--- src/sv/tae_pkg.sv ---
`default_nettype none

package tae_pkg;

    // Field widths.
    localparam int IN_W   = 32;
    localparam int X_W    = 28;
    localparam int COEF_W = 64;
    localparam int TOL_W  = 32;

    // Demand gains in Q6.24.
    localparam logic [29:0] GAIN_SURGE_ACC = 30'd6605203;
    localparam logic [29:0] GAIN_SURGE_VEL = 30'd90429194;
    localparam logic [29:0] GAIN_ROT_ACC   = 30'd620987378;
    localparam logic [29:0] GAIN_ROT_VEL   = 30'd117441;

    // Configuration register indexes.
    localparam logic [2:0] REG_CURVE_C0    = 3'd0;
    localparam logic [2:0] REG_CURVE_C1    = 3'd1;
    localparam logic [2:0] REG_CURVE_C2    = 3'd2;
    localparam logic [2:0] REG_CURVE_C3    = 3'd3;
    localparam logic [2:0] REG_ESC_FLOOR   = 3'd4;
    localparam logic [2:0] REG_ESC_CEILING = 3'd5;
    localparam logic [2:0] REG_ESC_START   = 3'd6;
    localparam logic [2:0] REG_THRUST_TOL  = 3'd7;

    // Status of the serial divider as seen by the sequencer.
    typedef struct packed {
        logic busy;
        logic done;
        logic sat;
    } div_status_t;

    // Saturate a wide signed value to the signed 64-bit range.
    function automatic logic signed [63:0] sat64(input logic signed [77:0] v);
        logic signed [77:0] hi_lim;
        logic signed [77:0] lo_lim;
        hi_lim = $signed({15'd0, {63{1'b1}}});
        lo_lim = $signed({15'h7fff, {63{1'b0}}});
        if (v > hi_lim) begin
            sat64 = {1'b0, {63{1'b1}}};
        end else if (v < lo_lim) begin
            sat64 = {1'b1, {63{1'b0}}};
        end else begin
            sat64 = v[63:0];
        end
    endfunction

endpackage

`default_nettype wire

--- src/sv/tae_divider.sv ---
`default_nettype none

// Restoring divider: quotient of num * 2^32 / den, one bit per cycle.
// Quotient bits at or above bit 62 set the saturation flag instead.
module tae_divider
    import tae_pkg::*;
(
    input  wire logic        aclk,
    input  wire logic        aresetn,
    input  wire logic        start,
    input  wire logic [63:0] num,
    input  wire logic [63:0] den,
    output div_status_t      status,
    output logic [61:0]      quotient
);

    logic [95:0] dvd_reg;
    logic [63:0] rem_reg;
    logic [61:0] q_reg;
    logic        sat_reg;
    logic [6:0]  cnt_reg;
    logic [63:0] den_reg;
    logic        busy_reg;
    logic        done_reg;

    logic [64:0] trial;
    logic [64:0] diff;
    logic        fits;
    logic [63:0] rem_next;

    // One compare-and-subtract step.
    always_comb begin
        trial    = {rem_reg, dvd_reg[95]};
        diff     = trial - {1'b0, den_reg};
        fits     = (trial >= {1'b0, den_reg});
        rem_next = fits ? diff[63:0] : trial[63:0];
    end

    always_ff @(posedge aclk) begin
        if (!aresetn) begin
            busy_reg <= 1'b0;
            done_reg <= 1'b0;
        end else begin
            done_reg <= 1'b0;
            if (start) begin
                busy_reg <= 1'b1;
            end else if (busy_reg && cnt_reg == 7'd0) begin
                busy_reg <= 1'b0;
                done_reg <= 1'b1;
            end
        end
    end

    always_ff @(posedge aclk) begin
        if (start) begin
            dvd_reg <= {num, 32'd0};
            den_reg <= den;
            rem_reg <= 64'd0;
            q_reg   <= 62'd0;
            sat_reg <= 1'b0;
            cnt_reg <= 7'd95;
        end else if (busy_reg) begin
            dvd_reg <= {dvd_reg[94:0], 1'b0};
            rem_reg <= rem_next;
            q_reg   <= {q_reg[60:0], fits};
            if (fits && cnt_reg >= 7'd62) begin
                sat_reg <= 1'b1;
            end
            cnt_reg <= cnt_reg - 7'd1;
        end
    end

    assign status   = '{busy: busy_reg, done: done_reg, sat: sat_reg};
    assign quotient = q_reg;

endmodule

`default_nettype wire

--- config.mk ---
export PLATFORM = sky130hd
export DESIGN_NAME = tae_divider
export DESIGN_NICKNAME = d
export VERILOG_FILES = /design/src/sv/tae_pkg.sv /design/src/sv/tae_divider.sv
export SDC_FILE = /design/constraint.sdc
export NUM_CORES = 1
export LEC_CHECK = 0
export BUFFER_PORTS_ARGS = -buffer_cell sky130_fd_sc_hd__buf_2
export CAP_MARGIN = 25
export CORE_ASPECT_RATIO = 1.25
export CORE_MARGIN = 2
export CORE_UTILIZATION = 53
export CTS_CLUSTER_DIAMETER = 40
export DETAILED_ROUTE_END_ITERATION = 7
export GPL_TIMING_DRIVEN = 0
export PLACE_DENSITY_LB_ADDON = 0.2
export SLEW_MARGIN = 25
export SYNTH_ARGS = -nofsm -noshare
export SYNTH_HDL_FRONTEND = slang
export SYNTH_SLANG_ARGS = --single-unit
export TNS_END_PERCENT = 5
--- constraint.sdc ---
create_clock -name aclk -period 2.8 [get_ports aclk]
set_input_delay 0.42 -clock aclk [delete_from_list [all_inputs] [get_ports aclk]]
set_output_delay 0.42 -clock aclk [all_outputs]
set_load 0.01 [all_outputs]
# --- Yosys cells after proc, flatten, opt, wreduce, memory -nomap -nowiden ---
# Cells that the tools add are included.
# Widths: inputs -> output; s select.
word_totals:
  register_bits: 264
  word_cells: 26
classes:
  reduce_logical: 7
  add_sub_neg: 2
  magnitude_cmp: 2
  mux: 6
  bitwise: 1
ops:
  columns: ["cell", "n"]
  rows:
  - ["$mux 96", 2]
  - ["$ge 65x64->1", 1]
  - ["$mux 64", 1]
  - ["$sub 64x64->64", 1]
  - ["$ge 7x6->1 const B", 1]
  - ["$logic_not 7->1", 1]
  - ["$sub 7x1->7 const B", 1]
  - ["$reduce_bool 2->1", 2]
  - ["$mux 1", 3]
  - ["$logic_and 1x1->1", 2]
  - ["$reduce_and 2->1", 1]
  - ["$reduce_or 2->1", 1]
  - ["$not 1->1", 1]

# --- Logic depth before layout (Yosys ltp) ---
logic_depth:
  ltp_word: 4
  mapped_depth: 14
  ltp_nobuf: 12

# --- Least setup slack after synthesis ---
# Ideal clock, no wire load.
synth_path:
  path_type: "register to register"
  from: "register den_reg[58]"
  to: "register rem_reg[40]"
  required_time_ns: 2.721
  path_slack_ns: -0.001
  arrival_time_ns: 2.722
  n_path_buf: 3
  stages_incl_launch_ff: 14
  cell_sequence: "edfxtp_1 -> inv_1 -> ha_1 -> buf_2 -> and3_1 -> nand3_2 -> or4_1 -> o21a_1 -> o31a_1 -> a41o_1 -> buf_2 -> buf_6 -> o31a_1 -> a211oi_2"
synth_between:
  elab_chain_cells: 2
synth_lines:
  columns: ["item", "line_no", "text"]
  rows:
  - ["start, declared", "tae_divider.sv:22", "logic [63:0] den_reg;"]
  - ["start signal, assigned", "tae_divider.sv:57", "den_reg <= den;"]
  - ["$ge 65x64->1", "tae_divider.sv:35", "fits = (trial >= {1'b0, den_reg});"]
  - ["$mux 64", "tae_divider.sv:36", "rem_next = fits ? diff[63:0] : trial[63:0];"]
  - ["end signal, assigned", "tae_divider.sv:64", "rem_reg <= rem_next;"]
  - ["end, declared", "tae_divider.sv:18", "logic [63:0] rem_reg;"]
# Every way passes these cells.
# A chain may end at the register's enable or synchronous reset.

# --- Worst setup path in the final report ---
layout_path:
  from: "register den_reg[9]"
  to: "register rem_reg[51]"
layout_between:
  elab_chain_cells: 2
  word_cells_on_any_way: 3
  cone_classes: "add/sub (1); order compare (1); mux (1)"
layout_lines:
  columns: ["item", "line_no"]
  rows:
  - ["$sub 64x64->64 or $ge 65x64->1 (tied branches)", "tae_divider.sv:34, tae_divider.sv:35"]
  - ["$mux 64 *", "tae_divider.sv:36"]
# Every way passes the cells marked *; elsewhere a longest branch is shown, timed or not.

==> results by stage <==
STA:
- Setup violations remaining at the end of the flow were counted as 66.
- Setup slack on the critical path of the routed design comes to -0.242 ns.
- After layout, the worst path uses 109% of the clock period.
- Setup repair after global routing could not meet its margin everywhere.
- The highest achievable clock rate is approximately 330 MHz.
- The number of hold-slack violations in the final timing report is 0.
- The worst pin sits at a relative slew slack of 31.3%.
- The max-slew violation total from the final report is 0.
- Between clock sinks in the finished design, the worst skew comes to around 0.026 ns.
- The total negative setup slack is -10.88 ns.
- At the pin with the least slew margin, the transition time is 1.03 ns.
- The clock period minus final worst setup slack is approximately 3 ns.

Global route:
- The initial antenna violation count is 1.
- The number of global-route vias before repair is ~12000.
- The overall overflow remaining after global route is 0.
- The overall global routing resource usage is 28.0%.
- The maximum number of pins on one net before global-route repair is 58.
- The global-route wire length before repair is 63.2 mm.

Route:
- In the final routed layout, each cell accounts on average for ~20 µm.
- Across all layers, the routed design uses around 12000 vias.
- The final layout contains routed wiring with a total length of 40.8 mm.
- For this run, design rule violations remaining after detail routing come to 0.
- The length of routed met3 wiring is 3.47 mm.
- In this run, the number of DRC markers left after iteration 0 of detailed routing was 833.
- Once detail routing completed, the nets flagged for antenna violations numbered 0.
- The via density per instance is ~5.8.
- Wire segments on met2 add up to 19.6 mm in the final route.
- The number of detailed-route iterations in the first pass is 5.
- The top routing layer in use is met4.
- The met1 wire length is 15.8 mm.

Synth:
- The average cell area after synthesis is around 9.8 µm².
- After synthesis, the largest area contributor takes up approximately 27% of total cell area.
- In this run, distinct cell masters in the synthesized netlist total 74.
- The mapped netlist covers about 14000 µm².
- The share of synthesized registers carrying an async set or reset is 0%.
- The net count after synthesis is 1644.
- The number of flip-flops and latches in the synthesized netlist is 264.
- By area the synthesized netlist is led by sky130_fd_sc_hd__edfxtp_1 (27%), sky130_fd_sc_hd__dfxtp_1 (19%), sky130_fd_sc_hd__ha_1 (5.8%).
- Among all flip-flop cells after synthesis, the most frequent one is sky130_fd_sc_hd__dfxtp_1.
- Sequential elements use 46.4% of the synthesized area.
- The synthesized design spends more area on one cell type than any other, namely sky130_fd_sc_hd__edfxtp_1.
- The count of synthesis-stage warnings from yosys is 0.
- The number of flops mapped to enable cells by yosys is 128.
- The post-synthesis cell count is 1446.

Finish:
- The number of standard cells in the final layout excluding fillers is 2089.
- Leaving out fill and tap cells, the most frequent cells in the layout are sky130_fd_sc_hd__buf_2 (196), sky130_fd_sc_hd__nor2_1 (161), sky130_fd_sc_hd__dfxtp_1 (136), sky130_fd_sc_hd__edfxtp_1 (128), sky130_fd_sc_hd__nand2_1 (95).
- The final non-filler cell area is roughly 19000 µm².
- Cells with a size suffix above 1 make up 33.9% of the layout.
- Measured on the finished design, the core utilization comes to 71.1%.
- After the last flow step, the layout net total stands at 1920.
- The layout-stage area growth over the synthesis result is 31.6%.
- After filler insertion, the fill cell instance count of the layout stands at just under 2000.
- Leaving out fill and tap cells, the most frequent cell in the layout is sky130_fd_sc_hd__buf_2.

Floorplan:
- The floorplan step set the die height to 187 µm.
- Once the floorplan was initialized, standard cells occupied 54.0% of the core.
- The row count is 66.
- The placeable core area is 26200 µm².
- The area of the die is about 28000 µm².
- For this design the top-level I/O count stands at 196.
- The die width is 150 µm.

Worst setup path:
- The worst setup path is captured at a flip-flop.
- The critical path launch point type is a flip-flop.
- In this design, the largest share of critical-path delay is due to compound AO/OA/AOI/OAI gates.
- The worst endpoint required time is 3.16 ns.
- The startpoint of the worst register-to-register path is den_reg[9]$_DFFE_PP_.
- Together, buffers and inverters on the worst path number 5.
- Traced cell by cell, the critical path runs through inv_2 -> ha_4 -> buf_6 -> nand4_1 -> nor3_2 -> o21ai_2 -> a2111oi_4 -> o31ai_4 -> a41o_1 -> buf_6 -> buf_12 -> buf_12 -> a32oi_2 -> o31ai_2.
- The largest individual stage delay along the critical path comes from the cell sky130_fd_sc_hd__a2111oi_4.
- The maximum fanout along the worst path is 7.
- The most critical setup path has its startpoint at den_reg[9]$_DFFE_PP_.
- STA puts the critical path data arrival time at 3.40 ns.
- On the worst path, the slowest cell contributes a delay of 0.51 ns.
- The path type of the worst setup path is reg2reg.

Power:
- The analysis attributes to cell leakage a power of ~7.6 nW.
- In this run the power density over the cells is 586 nW/µm².
- The worst-case IR drop observed on VDD is between 600 and 700 µV.
- The overall power is about 0.011 W.

Min path:
- The start point of the worst hold path is den[28].
- The tightest min-delay check is of the in2reg type.

CTS:
- In this run the deepest clock path goes through 3 buffers.
- For the worst-skew pair, the clock arrives at the later sink with an insertion delay of 0.53 ns.
- For this design, the sink count on the clock tree is around 260.
- The root buffer selected by CTS is sky130_fd_sc_hd__clkbuf_16.
- TritonCTS built the clock tree.
- The H-tree was split into 2 levels.
- The clock buffer count from CTS is 36.
- The clock transition at the register clock pins on the worst setup and hold paths after CTS is 0.07 ns.

Placement:
- In this run the tool buffered the top-level ports with 195 buffer cells.
- The post-place instance area is about 16000 µm².
- Detailed placement ended at an HPWL of 27.4 mm.
- The cell total after placement is ~2000.
- The final RePlAce weighted congestion is about 0.96.

Outcome:
- The final reports fail on setup timing.
- The run finished, with violations left.

Run:
- The max-cap violation count is 0.
[cells in the mapped netlist, drive strengths merged (32+ instances only)]
library cell  instances
xnor2                39
ha                   66
buf                  38
mux2i                70
mux2                 63
nand2               106
inv                  88
a211oi               32
dfxtp               136
nor2                173
a21oi               105
clkbuf               51
o21ai                63
edfxtp              128
[area by class of cell]
class                           count  area [µm²]  area share (%)
Multi-Input combinational cell   1005        8030            43.1
Sequential cell                   264        6570            35.3
Timing Repair Buffer              250        1510            8.12
Clock buffer                       39         912            4.90
Buffer                             77         573            3.08
Tap cell                          340         425            2.28
Inverter                           88         345            1.85
Clock inverter                     25         256            1.38
Antenna cell                        1        2.50          0.0134
[stage by stage]
stage | worst slack (ns) | hold WS [ns]
final | -0.242 | 0.0592
after global routing | -0.367 | 0.0506
after CTS | -0.0996 | 0.0534
after detailed placement | -0.807 | 0.459
after global placement | -2.20 | 0.451
after floorplan | 0.00686 | 0.450
[report_power, final]
group          leakage [nW]  internal (W)  switching [W]  total (W)
clock network         0.570       0.00261        0.00184    0.00446
registers              2.37       0.00431       0.000119    0.00443
logic                  4.66      0.000875        0.00116    0.00203
total                  7.61       0.00780        0.00312     0.0109
[kinds of logic after synthesis]
kind of cell,after synthesis,synth area share [%]
AO/OA/AOI/OAI,343,16.0
flip-flops,264,46.4
adder cells (fa/ha/maj),67,5.98
buffers and inverters,177,5.16
multiplexers,133,9.97
AND/OR/NAND/NOR,405,12.9
XOR/XNOR,57,3.53
[final timing paths]
kind | end | slack (ns) | depth (start not counted)
hold / removal | den_reg[28]$_DFFE_PP_ | 0.06 | 1
setup / recovery | rem_reg[51]$_SDFFE_PP0P_ | -0.24 | 14
hold reg to reg | quotient[0]$_SDFFE_PP0P_ | 0.49 | 2
setup reg to reg | rem_reg[51]$_SDFFE_PP0P_ | -0.24 | 14
[per-layer routing]
metal | global-route usage, % | vias up
li1 | - | 5787
met1 | 33.9 | 5761
met2 | 46.3 | 504
met3 | 7.19 | 141
met4 | 13.4 | 0
met5 | 0 | -
[what timing repair did]
| item | CTS | global route |
|---|---|---|
| setup endpoints to repair | 123 | 87 |
| gates cloned | 2 | 3 |
| setup buffers | 40 | 8 |
| pin swaps | 67 | 39 |
| hold buffers | 0 | 0 |
| gates resized for setup | 235 | 86 |
[worst register-to-register path: cells and delay by family, from the launching register on]
| family | cells | cell delay [ns] |
|---|---|---|
| compound gates | 6 | 1.24 |
| fa+ha+maj | 1 | 0.27 |
| buf+inv | 5 | 0.63 |
| flops | 1 | 0.35 |
| simple gates | 2 | 0.40 |
(Power assumes the default switching activity.)
